`config.mk`:
```
export PLATFORM = sky130hd
export DESIGN_NAME = sse_cell
export DESIGN_NICKNAME = d
export VERILOG_FILES = /design/src/hdl/sse_pkg.sv /design/src/hdl/sse_cell.sv
export SDC_FILE = /design/constraint.sdc
export NUM_CORES = 1
export LEC_CHECK = 0
export ABC_CLOCK_PERIOD_IN_PS = 3100
export BUFFER_PORTS_ARGS = -buffer_cell sky130_fd_sc_hd__buf_2
export CORE_ASPECT_RATIO = 2
export CORE_MARGIN = 8
export CORE_UTILIZATION = 39
export DETAILED_ROUTE_END_ITERATION = 16
export PLACE_DENSITY = 0.76
export SLEW_MARGIN = 5
export SYNTH_ARGS = -nofsm -noshare
export SYNTH_HDL_FRONTEND = slang
export SYNTH_SLANG_ARGS = --single-unit
```
`constraint.sdc`:
```
create_clock -name clock -period 3.1 [get_ports clock]
set_clock_uncertainty 0.05 [all_clocks]
set_input_delay 0.31 -clock clock [delete_from_list [all_inputs] [get_ports clock]]
set_output_delay 0.31 -clock clock [all_outputs]
set_load 0.02 [all_outputs]
```
`src/hdl/sse_pkg.sv`:
```
// Package for the sorted store with ordered extraction.
// Holds the request and response types, the opcode and status codes and the cell control struct.
// Depends on nothing; every other file of the block uses it.
package sse_pkg;

   // Default number of entries in the store.
   localparam int DEFAULT_CAPACITY = 64;

   // Width of counts and positions inside the cell row, wide enough for the largest store.
   localparam int CNT_W = 11;

   // Request opcodes.
   typedef enum logic [1:0] {
      OP_INSERT = 2'd0,
      OP_END    = 2'd1,
      OP_AT     = 2'd2,
      OP_MEDIAN = 2'd3
   } opcode_type;

   // Response status codes.
   typedef enum logic [1:0] {
      ST_OK    = 2'd0,
      ST_EMPTY = 2'd1,
      ST_FULL  = 2'd2,
      ST_RANGE = 2'd3
   } status_type;

   // What the cell row does: hold, insert or remove.
   typedef enum logic [1:0] {
      MODE_HOLD   = 2'd0,
      MODE_INSERT = 2'd1,
      MODE_REMOVE = 2'd2
   } mode_type;

   // One request.
   typedef struct packed {
      opcode_type         opcode;
      logic signed [31:0] task_value;
      logic               take_smallest;
      logic [5:0]         position;
   } req_type;

   // One response.
   typedef struct packed {
      logic signed [31:0] removed_id;
      logic [5:0]         removed_index;
      logic [6:0]         count_left;
      status_type         status;
   } rsp_type;

   // Control broadcast to every cell.
   typedef struct packed {
      mode_type           mode;
      logic signed [31:0] value;
      logic [CNT_W-1:0]   count;
      logic [CNT_W-1:0]   sel;
   } cell_ctrl_type;

endpackage

```
`src/hdl/sse_cell.sv`:
```
// One cell of the sorted store: holds a single entry and trades it with its neighbors.
// Depends on sse_pkg for the cell control struct and mode codes.
module sse_cell #(
   parameter int INDEX = 0
) (
   input  logic                  clock,
   input  sse_pkg::cell_ctrl_type ctrl,
   input  logic signed [31:0]    left_entry,
   input  logic                  left_greater,
   input  logic signed [31:0]    right_entry,
   output logic signed [31:0]    entry,
   output logic                  greater,
   output logic                  hit
);

   logic signed [31:0] entry_ff;
   logic signed [31:0] entry_in;
   logic               at_or_past_end;
   logic               at_or_past_sel;

   // Positional flags against the current count and the removal position.
   assign at_or_past_end = (sse_pkg::CNT_W'(INDEX) >= ctrl.count);
   assign at_or_past_sel = (sse_pkg::CNT_W'(INDEX) >= ctrl.sel);

   // An empty slot counts as greater than any value, which keeps the flags monotone.
   assign greater = at_or_past_end || (entry_ff > ctrl.value);
   assign hit     = (sse_pkg::CNT_W'(INDEX) == ctrl.sel);
   assign entry   = entry_ff;

   // Insert shifts right from the first greater cell; remove shifts left from the position.
   always_comb begin
      entry_in = entry_ff;
      unique case (ctrl.mode)
         sse_pkg::MODE_INSERT: begin
            if (greater) begin
               entry_in = left_greater ? left_entry : ctrl.value;
            end
         end
         sse_pkg::MODE_REMOVE: begin
            if (at_or_past_sel) begin
               entry_in = right_entry;
            end
         end
         default: begin
            entry_in = entry_ff;
         end
      endcase
   end

   always_ff @(posedge clock) begin
      entry_ff <= entry_in;
   end

endmodule

```
## Word level (Yosys, flattened, before mapping)

Index checks and enable logic that the tools add are counted.

- Register bits: 32
- Input port bits: 122
- Output and inout bits: 34

- $lt $le $gt $ge: 3
- Equality and inequality tests: 4
- Multiplexer cells: 4
- Reductions and logical operators: 4

Operators with widths:

| kind | count |
|---|---|
| two-way mux 32 bit | 3 |
| one-hot mux 32 bit (2 select lines) | 1 |
| greater-than comparator 32 bit | 1 |
| >= comparator 1 x 11 -> 1 bit (first input constant) | 2 |
| logical NOT 11 bit | 1 |
| != test 2 bit (second input constant) | 2 |
| AND reduction 3 bit | 1 |
| == test 2 x 1 -> 1 bit (second input constant) | 1 |
| == test 2 bit (second input constant) | 1 |
| nonzero test 2 bit | 1 |
| logical OR 1 bit | 1 |

## Depth between registers and ports, before layout

- Depth after elaboration: 4
- Mapped depth: 8
- Depth with buffers taken out: 8

## Worst setup path after synthesis

OpenSTA, ideal clock, no wires.

- Path kind: register -> register
- From: register entry_ff[14], in the netlist entry[14]
- To: register entry_ff[0], in the netlist entry[0] (enable)
- Library setup time: 478 ps
- Data arrival time: 2846 ps
- Required time: 2572 ps
- Setup slack: -274 ps
- Cell stages (with the launch flop): 8
- Buffers on the path: 0
- Clock period less this slack: 3374 ps
- Cells stage by stage: edfxtp_1 > ha_1 > nand4_1 > or4_1 > or3b_1 > and3_1 > a222oi_1 > nand2_1

- Longest elaborated chain between the ends: 4

RTL lines:

| what | RTL line | text |
|---|---|---|
| start: declaration | sse_cell.sv:16 | `logic signed [31:0] entry_ff;` |
| start signal: assignment | sse_cell.sv:51 | `entry_ff <= entry_in;` |
| greater-than comparator 32 bit | sse_cell.sv:26 | `assign greater = at_or_past_end \|\| (entry_ff > ctrl.value);` |
| logical OR 1 bit | sse_cell.sv:26 |  |
| != test 2 bit (no line) | - |  |
| AND reduction 3 bit (no line) | - |  |

Every way passes these cells.
A chain may end at the register's enable or synchronous reset.

## Worst setup path after layout

- From: register entry_ff[11], in the netlist entry[11]
- To: output greater

- Longest elaborated chain between the ends: 2

RTL lines:

| what | RTL line | text |
|---|---|---|
| greater-than comparator 32 bit | sse_cell.sv:26 |  |
| logical OR 1 bit | sse_cell.sv:26 |  |
| end: declaration | sse_cell.sv:12 | `output logic greater,` |

Every way passes these cells.

==> results.toml <==
[die]
ios = 156
core.rowCount = 41
die_height_um = 129.7
die_area_um2 = 9453
core-area_um2 = 6310
die_w_um = 72.87
start_util = 0.3998

[cts]
clkSinkCount = 32
cts_tree = "done"
clock_latency_ns = 0.27
clk_pin_slew_ns = 0.05
cts_htree_levels = 2
clockRootBuffer = "clkbuf_16"
cts_buffer_depth = 2
cts_made_buffers = 5

[setup_path]
cp_data_required_time_ns = 2.74
crit_fanout = 3
timing_worst_setup_path_type = "reg -> out"
crit_family = "simple AND/OR/NAND/NOR gates"
crit_arrival_ns = 2.66
crit_path_max_incr_delay_ns = 0.56
cp_slowest_cell = "or4_4"
endpoint_kind = "output port"
cp_num_buf_inv = 1
crit_chain = "ha_4 > nand4_1 > or4_4 > or3b_1 > and2_4 > a21oi_2 > o211ai_1 > buf_4"
startpoint_type = "flop"

[yosys]
syn_avg_cell_area_um2 = 9.308
synth_top_area_frac = 0.3810
netlist_area_um2 = 2522
synth.net_count = 425
yosysTopAreaCell = "edfxtp_1"
ys_ff_latch = 32
syn_inst = 271
ys_types = 30
seq_area_frac_synth = 0.3810
synth_area_leaders = "edfxtp_1, ha_1, mux2i_1, o21ai_0, nand2_1"
ys_warn_count = 0

[cells_and_area]
final_cell_area_um2 = 3660
syn_to_final_growth_pct = 45.09
drive_above_1_share = 0.4240
ff_latch_area_um2 = 960.9
fill_cells = 615
multi_input_area_um2 = 1479
largest_register_ffs = 32
nets = 587
diodes = 0

[routing]
first_pass_iters = 5
drtIter0Drc = 81
route.vias.total = 2610
drt_wl_total_um = 8323
ant_nets = 0
wl_per_cell_um = 16.01
drc = 0
vias_per_cell = 5.019

[timing]
hold_viol_final = 0
worstMarginPinSlew_ns = 0.9929
slew_viol_final = 0
min_period_ns = 3.024
max_freq_mhz = 330.7
slew_headroom = 0.3380
setup-tns-final_ns = 0
min_period_over_period = 0.9754
setup_viol = 0

[placed_design]
port-buffer-count = 155
dp_hpwl_um = 6815
place_area_um2 = 3410
place_congestion = 0.7841

[grt]
grt_pass1_vias = 2857
antenna_found_initial = 0
gr-total-overflow = 0
grt_pass1_wl_um = 12700
gr-usage-all-layers = 0.1714
grt_max_degree = 65

[power]
p_leak_nw = 1.842
powerDensity_nw_per_um2 = 366.7
vdd_ir_drop_max_uv = 271.5

[run]
max-cap-violations = 0

[status]
status = "finished, final reports clean"

[min_path]
hp-class = "in -> reg"
[layout make-up]
cell class	instances	share of cell area
clock buffers	5	0.03419
repair buffers	165	0.2332
well taps	86	0.02940
multi-input cells	197	0.4041
flip-flops and latches	32	0.2626
clock inverters	3	0.003761
inverters	32	0.03282
[tightest hold or removal path: cells and delay by family]
family | cells | cell delay [ns]
buf+inv | 1 | 0.07
compound gates | 1 | 0.05
simple gates | 1 | 0.03
[cell usage after synthesis]
cell type  number
inv_1          32
o31a_1          1
a21o_1          1
nor2_1          3
nand3_1         3
edfxtp_1       32
a2bb2oi_1       1
nor4_1          7
clkbuf_1        8
a222oi_1        1
nor2b_1         2
buf_1           2
or2b_1          1
mux2i_1        32
nand2_1        44
a221o_1         1
and2_2          1
a211oi_1        1
a21oi_1        14
and3_1          1
or4_1           1
o211ai_1        3
nor3_1          1
nand4_1         7
a221oi_1        1
ha_1           32
and2b_2         1
o21ai_0        35
or3b_1          1
buf_6           1
[timing repair]
item,in CTS,in global routing
setup buffers,4,1
endpoints found under the setup margin,33,1
gates cloned,1,0
gates resized for setup,3,6
hold buffers,0,0
pin swaps,5,6
[power breakdown]
part	switching (mW)	internal (mW)
logic	0.190	0.164
clock network	0.172	0.291
registers	0.0126	0.513
[stage by stage]
step | instances | setup WS, ns | hold WS (ns) | util | power (mW)
finish | 520 | 0.07615 | 0.2592 | 0.5800 | 1.342
detailed placement | 506 | -0.1169 | 0.5370 | 0.5404 | 0.8721
global placement | 506 | -0.04755 | 0.5340 | 0.5404 | 0.8598
global route | 520 | -0.004611 | 0.2800 | 0.5800 | 1.408
CTS | 519 | 0.02779 | 0.2562 | 0.5711 | 1.351
floorplan | 271 | 0.05766 | 0.4471 | - | 0.7164
[final timing paths]
| kind | slack (ns) | startpoint | to | cells past startpoint |
|---|---|---|---|---|
| setup / recovery | 0.08 | entry[11]$_DFFE_PP_ | greater | 8 |
| setup reg to reg | 0.13 | entry[11]$_DFFE_PP_ | entry[25]$_DFFE_PP_ | 9 |
| hold / removal | 0.26 | right_entry[13] | entry[13]$_DFFE_PP_ | 3 |
| hold reg to reg | 1.16 | entry[15]$_DFFE_PP_ | entry[11]$_DFFE_PP_ | 6 |
[cell families (layout without fill, tap and decap cells)]
group,after synthesis,after routing,synth area share
buffers and inverters,43,205,0.06697
muxes,32,32,0.1270
adders and majority gates,32,32,0.1587
DFF,32,32,0.3810
and+or+nand+nor,73,74,0.1359
AOI/OAI and AO/OA,59,59,0.1305
[layout by cell type (no fill, tap or decap), types with 4 or more instances in the layout]
cell,synthesis,routed
o21ai_0,35,35
mux2i_1,32,32
buf_2,0,154
inv_1,32,32
buf_4,0,11
nor4_1,7,6
ha_4,0,4
clkbuf_16,0,5
ha_1,32,28
a21oi_1,14,13
nand2_1,44,43
nand4_1,7,7
edfxtp_1,32,32
[routing by layer]
| layer | share of wire | track usage | wire, um |
|---|---|---|---|
| met5 | 0 | 0 | 0 |
| met4 | 0.031 | 0.08195 | 255 |
| met3 | 0.068 | 0.04535 | 562 |
| met2 | 0.58 | 0.3441 | 4865 |
| met1 | 0.32 | 0.1451 | 2639 |
(Power assumes the default switching activity.)
